[src/rtl/dnp3_frame_header_parser_core_macros.svh]
// Assertion helpers for the DNP3 link header parser.
// Both expect clk and arst_n in scope.
`ifndef DNP3_FRAME_HEADER_PARSER_CORE_MACROS_SVH
`define DNP3_FRAME_HEADER_PARSER_CORE_MACROS_SVH

`ifndef SYNTHESIS
`define DFHP_ASSERT_SAME(label, ante, cons) \
	label: assert property (@(posedge clk) disable iff (!arst_n) (ante) |-> (cons)) \
		else $error("dfhp assertion failed");
`define DFHP_ASSERT_NEXT(label, ante, cons) \
	label: assert property (@(posedge clk) disable iff (!arst_n) (ante) |=> (cons)) \
		else $error("dfhp assertion failed");
`else
`define DFHP_ASSERT_SAME(label, ante, cons)
`define DFHP_ASSERT_NEXT(label, ante, cons)
`endif

`endif

[src/rtl/dfhp_pkg.sv]
package dfhp_pkg;

	localparam int HEADER_BYTES     = 10;
	localparam int BLOCK_DATA_BYTES = 16;

	localparam logic [15:0] WATCH_PORT_RESET = 16'd20000;
	localparam logic [4:0]  COUNT_MAX        = 5'd31;
	localparam logic [7:0]  START_BYTE0      = 8'h05;
	localparam logic [7:0]  START_BYTE1      = 8'h64;
	localparam logic [7:0]  LEN_MIN          = 8'd5;

	// byte positions within the frame
	localparam logic [4:0] POS_START0    = 5'd0;
	localparam logic [4:0] POS_START1    = 5'd1;
	localparam logic [4:0] POS_LENGTH    = 5'd2;
	localparam logic [4:0] POS_CONTROL   = 5'd3;
	localparam logic [4:0] POS_DEST_LO   = 5'd4;
	localparam logic [4:0] POS_DEST_HI   = 5'd5;
	localparam logic [4:0] POS_SRC_LO    = 5'd6;
	localparam logic [4:0] POS_SRC_HI    = 5'd7;
	localparam logic [4:0] POS_TRANSPORT = 5'd10;
	localparam logic [4:0] POS_APP_CTL   = 5'd11;
	localparam logic [4:0] POS_APP_FUNC  = 5'd12;

	typedef enum logic [2:0] {
		ST_NONE      = 3'd0,
		ST_LINK      = 3'd1,
		ST_MULTI     = 3'd2,
		ST_TRUNC     = 3'd3,
		ST_TRANSPORT = 3'd4,
		ST_APP       = 3'd5
	} status_t;

	typedef enum logic [1:0] {
		CONF_NONE  = 2'd0,
		CONF_START = 2'd1,
		CONF_PORT  = 2'd2
	} conf_t;

	typedef struct packed {
		logic [7:0]  frame_byte;
		logic        frame_end;
		logic [15:0] dest_port;
		logic        over_tcp;
	} item_t;

	typedef struct packed {
		logic [2:0]  status;
		logic [1:0]  confidence;
		logic [7:0]  link_control;
		logic        link_function_known;
		logic [15:0] destination;
		logic [15:0] source;
		logic        transport_fir;
		logic        transport_fin;
		logic [5:0]  transport_seq;
		logic [7:0]  appl_ctrl;
		logic [7:0]  appl_func;
		logic        appl_func_known;
	} result_t;

	// captured header state of the frame in progress
	typedef struct packed {
		logic [4:0]  byte_count;
		logic        start_ok;
		logic [7:0]  length_field;
		logic [7:0]  control;
		logic [15:0] dest;
		logic [15:0] source;
		logic [7:0]  transport;
		logic [7:0]  appl_ctrl;
		logic [7:0]  appl_func;
	} frame_t;

	localparam frame_t FRAME_CLEAR = '{
		byte_count:   5'd0,
		start_ok:     1'b1,
		length_field: 8'd0,
		control:      8'd0,
		dest:         16'd0,
		source:       16'd0,
		transport:    8'd0,
		appl_ctrl:    8'd0,
		appl_func:    8'd0
	};

endpackage

[src/rtl/dfhp_capture.sv]
module dfhp_capture (
	input  logic            clk,
	input  logic            arst_n,
	input  logic            advance,
	input  logic [7:0]      frame_byte,
	input  logic            frame_end,
	output dfhp_pkg::frame_t frame_next
);
	import dfhp_pkg::*;

	frame_t frame_q;

	// state as it stands once this byte is taken in
	always_comb begin
		frame_next = frame_q;
		case (frame_q.byte_count)
			POS_START0:    if (frame_byte != START_BYTE0) frame_next.start_ok = 1'b0;
			POS_START1:    if (frame_byte != START_BYTE1) frame_next.start_ok = 1'b0;
			POS_LENGTH:    frame_next.length_field = frame_byte;
			POS_CONTROL:   frame_next.control = frame_byte;
			POS_DEST_LO:   frame_next.dest[7:0] = frame_byte;
			POS_DEST_HI:   frame_next.dest[15:8] = frame_byte;
			POS_SRC_LO:    frame_next.source[7:0] = frame_byte;
			POS_SRC_HI:    frame_next.source[15:8] = frame_byte;
			POS_TRANSPORT: frame_next.transport = frame_byte;
			POS_APP_CTL:   frame_next.appl_ctrl = frame_byte;
			POS_APP_FUNC:  frame_next.appl_func = frame_byte;
			default:       ;
		endcase
		if (frame_q.byte_count != COUNT_MAX) begin
			frame_next.byte_count = frame_q.byte_count + 5'd1;
		end
	end

	// drop all per-frame state on the last byte
	always_ff @(posedge clk or negedge arst_n) begin
		if (!arst_n) begin
			frame_q <= FRAME_CLEAR;
		end else if (advance) begin
			frame_q <= frame_end ? FRAME_CLEAR : frame_next;
		end
	end

endmodule

[src/rtl/dfhp_decide.sv]
module dfhp_decide #(
	parameter int BLOCK_BYTES = dfhp_pkg::BLOCK_DATA_BYTES
) (
	input  dfhp_pkg::frame_t  frame,
	input  logic              over_tcp,
	input  logic [15:0]       dest_port,
	input  logic [15:0]       watch_port,
	output dfhp_pkg::result_t result
);
	import dfhp_pkg::*;

	function automatic logic link_known(input logic [7:0] ctl);
		logic [3:0] f;
		f = ctl[3:0];
		if (ctl[6]) begin
			return f inside {4'h0, 4'h2, 4'h3, 4'h4, 4'h9};
		end
		return f inside {4'h0, 4'h1, 4'hB, 4'hF};
	endfunction

	function automatic logic app_known(input logic [7:0] fc);
		return fc inside {[8'h01:8'h06], 8'h0D, 8'h0E, 8'h81, 8'h82};
	endfunction

	logic       frame_ok;
	logic [7:0] user_len;
	logic       truncated;
	status_t    status;

	assign frame_ok = over_tcp && (frame.byte_count >= 5'(HEADER_BYTES)) && frame.start_ok
		&& (frame.length_field >= LEN_MIN);
	assign user_len  = frame.length_field - LEN_MIN;
	assign truncated = (9'(HEADER_BYTES) + {1'b0, user_len}) > {4'b0, frame.byte_count};

	always_comb begin
		if (!frame_ok)                                  status = ST_NONE;
		else if (user_len == 8'd0)                      status = ST_LINK;
		else if (user_len > 8'(BLOCK_BYTES))            status = ST_MULTI;
		else if (truncated)                             status = ST_TRUNC;
		else if (user_len < 8'd3)                       status = ST_TRANSPORT;
		else                                            status = ST_APP;
	end

	always_comb begin
		result        = '0;
		result.status = status;
		if (frame_ok) begin
			result.confidence          = (dest_port == watch_port) ? CONF_PORT : CONF_START;
			result.link_control        = frame.control;
			result.link_function_known = link_known(frame.control);
			result.destination         = frame.dest;
			result.source              = frame.source;
		end
		if (status == ST_TRANSPORT || status == ST_APP) begin
			result.transport_fir = frame.transport[7];
			result.transport_fin = frame.transport[6];
			result.transport_seq = frame.transport[5:0];
		end
		if (status == ST_APP) begin
			result.appl_ctrl       = frame.appl_ctrl;
			result.appl_func       = frame.appl_func;
			result.appl_func_known = app_known(frame.appl_func);
		end
	end

endmodule

[src/rtl/dnp3_frame_header_parser_core.sv]
// DNP3 link header parser. Takes a TCP payload one byte per beat on the item
// channel, with frame_end on the last byte; dest_port and over_tcp are used
// from that last beat. Each payload yields exactly one result beat, issued
// after its last byte, and no beats otherwise. The block sustains one byte
// per cycle: a beat lands in the stage-1 input register, and from there a
// short compare-and-capture step updates the header state and, on a last
// byte, the grading logic loads the result register. While a result waits for
// result_ready, further bytes keep flowing; only the next frame's last byte
// holds in stage 1 until the result register frees. The start bytes 0x05 0x64,
// length and addresses are checked and decoded; the header CRC is not
// checked. The watched destination port (reset 20000) is written through
// cfg_we/cfg_wdata and must only change while the block is idle.
`include "dnp3_frame_header_parser_core_macros.svh"

module dnp3_frame_header_parser_core #(
	parameter int BLOCK_BYTES = dfhp_pkg::BLOCK_DATA_BYTES
) (
	input  logic              clk,
	input  logic              arst_n,
	input  logic              cfg_we,
	input  logic [15:0]       cfg_wdata,
	input  logic              item_valid,
	output logic              item_ready,
	input  dfhp_pkg::item_t   item,
	output logic              result_valid,
	input  logic              result_ready,
	output dfhp_pkg::result_t result
);
	import dfhp_pkg::*;

	logic [15:0] watch_port_q;
	logic        valid_s1;
	item_t       item_s1;
	logic        advance_s1;
	frame_t      frame_next;
	result_t     result_next;

	// configuration register: written directly, no handshake
	always_ff @(posedge clk or negedge arst_n) begin
		if (!arst_n) begin
			watch_port_q <= WATCH_PORT_RESET;
		end else if (cfg_we) begin
			watch_port_q <= cfg_wdata;
		end
	end

	// Stage 1 moves on unless it holds a last byte and the result register
	// is still occupied by an untaken result.
	assign advance_s1 = valid_s1 && (!item_s1.frame_end || !result_valid || result_ready);
	assign item_ready = !valid_s1 || advance_s1;

	always_ff @(posedge clk or negedge arst_n) begin
		if (!arst_n) begin
			valid_s1 <= 1'b0;
		end else if (item_ready) begin
			valid_s1 <= item_valid;
		end
	end

	// payload register, no reset needed
	always_ff @(posedge clk) begin
		if (item_ready && item_valid) begin
			item_s1 <= item;
		end
	end

	dfhp_capture u_capture (
		.clk        (clk),
		.arst_n     (arst_n),
		.advance    (advance_s1),
		.frame_byte (item_s1.frame_byte),
		.frame_end  (item_s1.frame_end),
		.frame_next (frame_next)
	);

	dfhp_decide #(
		.BLOCK_BYTES (BLOCK_BYTES)
	) u_decide (
		.frame      (frame_next),
		.over_tcp   (item_s1.over_tcp),
		.dest_port  (item_s1.dest_port),
		.watch_port (watch_port_q),
		.result     (result_next)
	);

	// Result register: load on a last byte, drop once taken.
	always_ff @(posedge clk or negedge arst_n) begin
		if (!arst_n) begin
			result_valid <= 1'b0;
		end else if (advance_s1 && item_s1.frame_end) begin
			result_valid <= 1'b1;
		end else if (result_ready) begin
			result_valid <= 1'b0;
		end
	end

	always_ff @(posedge clk) begin
		if (advance_s1 && item_s1.frame_end) begin
			result <= result_next;
		end
	end

	`DFHP_ASSERT_NEXT(a_hold_last_byte, valid_s1 && item_s1.frame_end && result_valid && !result_ready, valid_s1 && item_s1.frame_end)
	`DFHP_ASSERT_SAME(a_none_is_zero, result_valid && result.status == ST_NONE, result.confidence == CONF_NONE && result.destination == 16'd0 && result.link_control == 8'd0)
	`DFHP_ASSERT_SAME(a_detect_conf, result_valid && result.status != ST_NONE, result.confidence != CONF_NONE)
	`DFHP_ASSERT_SAME(a_short_no_app, result_valid && result.status != ST_APP, result.appl_func == 8'd0 && result.appl_func_known == 1'b0)

endmodule
[config.mk]
export PLATFORM = sky130hd
export DESIGN_NAME = dnp3_frame_header_parser_core
export DESIGN_NICKNAME = d
export VERILOG_FILES = /design/src/rtl/dfhp_pkg.sv /design/src/rtl/dfhp_capture.sv /design/src/rtl/dfhp_decide.sv /design/src/rtl/dnp3_frame_header_parser_core.sv
export VERILOG_INCLUDE_DIRS = /design/src /design/src/rtl
export SDC_FILE = /design/constraint.sdc
export NUM_CORES = 1
export LEC_CHECK = 0
export ABC_CLOCK_PERIOD_IN_PS = 5510
export BUFFER_PORTS_ARGS = -buffer_cell sky130_fd_sc_hd__buf_2
export CELL_PAD_IN_SITES_DETAIL_PLACEMENT = 0
export CELL_PAD_IN_SITES_GLOBAL_PLACEMENT = 2
export CORE_MARGIN = 1
export CORE_UTILIZATION = 38
export CTS_CLUSTER_SIZE = 28
export DETAILED_ROUTE_END_ITERATION = 8
export GPL_ROUTABILITY_DRIVEN = 0
export GPL_TIMING_DRIVEN = 1
export PLACE_DENSITY_LB_ADDON = 0.25
export SLEW_MARGIN = 30
export SYNTH_ARGS = -nofsm -noshare
export SYNTH_HDL_FRONTEND = slang
export SYNTH_SLANG_ARGS = --single-unit
export TNS_END_PERCENT = 30
[constraint.sdc]
create_clock -name clk -period 5.51 [get_ports clk]
set_input_delay 0.551 -clock clk [delete_from_list [all_inputs] [get_ports clk]]
set_output_delay 0.551 -clock clk [all_outputs]
set_load 0.05 [all_outputs]
==> results by group <==
Clock tree
  – Post-CTS Resized: 0
  – Total CTS buffers: 17
  – Clock-pin slew on the worst setup and hold paths: 0.08 ns
  – CTS tree: built
  – Setup Buffers After CTS: 0
  – CTS root buf: clkbuf_16
  – Clock latency on the worst-skew pair: 0.44 ns
  – CTS max path bufs: 2
  – CTS HTree Levels: 4
  – Clock sink count: 193
  – Hold buffers post-CTS: 0

STA
  – Setup Skew: roughly 0.017 ns
  – Endpoints failing setup: 0
  – Slew headroom: 33.9%
  – Fmax: about 200 MHz
  – Fin. Hold Viols: 0
  – Tightest Pin Transition: roughly 1 ns
  – RSZ-0062 raised after global routing: false
  – Fin crit share: 88.3%
  – Fin crit period: a little under 5 ns
  – Final Max Tran Viols: 0
  – Hold WS: roughly 0.12 ns
  – Setup_tns: 0 ns

Placed design
  – Final HPWL DP: 15000 um
  – IO Port Bufs: 119
  – Placed Area: 10100 um^2

Routing
  – M1 WL: 11100 um
  – Metal3 WL: 979 um
  – Drc violations: 0
  – DR vias: 6709
  – Per-cell routed wire length: 18.0 um
  – DRT iter0 DRCs: 432
  – Antenna-violating nets left: 0
  – Top Layer Used: met4
  – Vias per inst: 5.24
  – Metal2 WL: 10800 um
  – WL final: 23100 um
  – Pre-antenna DRT Iters: 5

Synth
  – Post-synth EDFFs: 97
  – Synth area leader: edfxtp_1
  – Mapped Cells: 852
  – Yosys cell types: 62
  – Top_reg_cell synth: edfxtp_1
  – Post-synth top area share: around a third
  – Ys Warns: 0
  – Async SR Flop Fraction: between 40 and 50%
  – Synthesized area: 9210 um^2
  – Number of synthesized register bits: around 190
  – Sequential-to-total area share from yosys stat: between 50% and 60%
  – Syn_nets: 911
  – Ranking of synthesized cells by area: edfxtp_1 32%, dfrtp_1 24%, nand2_1 6.3%
  – Syn Area/Cell: ~11 um^2

Final layout
  – Area occupied by multi-input gates: 3600 um^2
  – Post-layout net count: 1007
  – Commonest cells after routing, fill and taps aside: 154 x nand2_1, 118 x buf_2, 97 x edfxtp_1
  – Storage element area: 5320 um^2
  – Finished layout cell area: 10700 um^2
  – # fillers: between 2000 and 2500
  – N_diodes: 0
  – Syn-to-layout area delta: 16.5%
  – Most common cell after layout, fill and taps aside: nand2_1
  – Util after Layout: 45.5%
  – Share of post-route cells with drive strength above 1: a little over a fifth

Worst setup path
  – CP max stage delay: ~0.64 ns
  – Buffers plus inverters on the worst setup path: 1
  – Most used cell, CP: ha_1
  – CP required: around 5.8 ns
  – CP max-delay cell: or4b_4
  – Crit path arrival time: approximately 5 ns
  – Crit path capture type: register
  – Worst R2R Path Depth: 15
  – Levels on crit path: 15
  – Worst setup path category: reg -> reg
  – CP cell instances: inv_1 > ha_1 > or4b_4 > mux2i_1 > ha_1 > nor2b_1 > o21a_1 > nor3_1 > or2_2 > xnor2_1 > ha_1 > or2_2 > o221ai_1 > nand4b_4 > nor4_1
  – Worst Setup Start Kind: register
  – Maximum fanout along the worst path: 26
  – CP delay by family, top: simple AND/OR/NAND/NOR gates

Die
  – Die height: 158 um
  – Io pins: 120
  – Row cnt: 56
  – Die X: about 160 um
  – Core ar.: approximately 24000 um^2
  – Initial Utilization: 39.0%
  – Die Footprint: 24900 um^2

Pwr
  – Pwr dens: between 300 and 400 nW/um^2
  – Sw Pwr: 0.00136 W
  – Logic pwr share: 23.6%
  – Pint: 0.00272 W
  – Clock group share of total power: 31.4%
  – Sequential share of power: 45.0%
  – Static Leak: 4.38 nW
  – Peak VDD IR: just over 0.2 mV
  – Sw frac: 33.4%
  – Total power: approximately 0.004 W

Global route
  – Largest net degree at the start of global routing: 61
  – Vias in the first global route: 6530
  – Total track usage: approximately 20%
  – First-pass GRT wire length: ~37000 um
  – Initial antenna violation count: 0
  – GRT overflow: 0

Run
  – Max-cap viol count: 0

Status
  – Outcome: finished clean

Worst hold path
  – Min-delay worst type: in -> async
[state kept, by name, indices dropped and copies added, names as in the netlist]
name / count
watch_port_q: 16
valid_s1: 1
result_valid: 1
item_s1: 26
result: 71
u_capture.frame_q: 78
[cells by family after synthesis]
family | synth area share, %
multiplexers | 6.34
AND/OR/NAND/NOR | 14.6
buffers and inverters | 3.16
AO/OA/AOI/OAI | 14.4
flip-flops | 57.8
XOR/XNOR | 2.09
adder cells (fa/ha/maj) | 1.63
[routing by layer]
metal	up-vias	global-route usage, %
met5	-	0
met4	0	4.39
met3	16	3.70
met2	162	30.6
met1	3273	27.8
li1	3258	-
[per-stage QoR]
step / instances / setup WS, ns
3_3_place_gp: 1245 / 0.800
4_1_cts: 1280 / 0.666
6_report: 1280 / 0.646
3_5_place_dp: 1248 / 0.721
2_1_floorplan: 852 / 1.03
5_1_grt: 1280 / 0.242
[path summary, 6_finish.rpt]
kind                            slack (ns)               endpoint                  start
worst max-delay path                  0.65              result[0]  u_capture.frame_q[73]
worst max register to register        0.65              result[0]  u_capture.frame_q[73]
max in group asynchronous             4.15  u_capture.frame_q[10]                 arst_n
min in group clk                      0.28             item_s1[4]                item[4]
worst min-delay path                  0.12  u_capture.frame_q[22]                 arst_n
worst min register to register        0.48   u_capture.frame_q[1]   u_capture.frame_q[1]
[synthesized netlist by cell type, types with 2 or more instances]
library cell	instances
a21oi_1	45
a22o_1	8
nor3_1	36
nand3b_1	3
and3_1	2
a22oi_1	17
ha_1	12
mux2i_1	37
nor2b_1	8
nor2_1	34
buf_6	3
xnor2_1	22
nand4b_1	4
a31oi_1	2
clkbuf_1	42
a21o_1	2
o21a_1	2
dfstp_2	6
a211oi_1	2
buf_2	2
o311ai_0	3
buf_1	10
nand2_1	155
and2_1	6
a21boi_0	35
inv_1	12
nor3b_1	2
mux2_2	17
edfxtp_1	97
nor4b_1	2
o21ai_0	80
or2_2	3
nand4_1	4
nor4_1	5
dfrtp_1	90
nand2b_1	10
nand3_1	3
o22ai_1	4
and3b_1	2
[power groups by stage]
| stage | registers (W) | clock network (W) | logic [W] |
|---|---|---|---|
| 2_1_floorplan | 0.00191 | 0 | 0.000672 |
| 3_3_place_gp | 0.00187 | 0 | 0.000954 |
| 3_5_place_dp | 0.00187 | 0 | 0.000969 |
| 4_1_cts | 0.00184 | 0.00131 | 0.000971 |
| 5_1_grt | 0.00187 | 0.00137 | 0.00109 |
| 6_report | 0.00184 | 0.00128 | 0.000963 |
[final cells by class]
cell class	instances	share of cell area [%]
multi-input cells	589	33.6
clock inverters	15	1.85
well taps	319	3.72
flip-flops and latches	193	49.6
repair buffers	135	6.87
clock buffers	17	3.96
inverters	12	0.443
[worst register-to-register path, cell delays in order (launching register included)]
cell and delay [ns]:
dfrtp_1 0.44, inv_1 0.14, ha_1 0.23, or4b_4 0.64, mux2i_1 0.31, ha_1 0.41
nor2b_1 0.13, o21a_1 0.19, nor3_1 0.29, or2_2 0.21, xnor2_1 0.08, ha_1 0.22
or2_2 0.31, o221ai_1 0.30, nand4b_4 0.41, nor4_1 0.37
(Power assumes the default switching activity.)
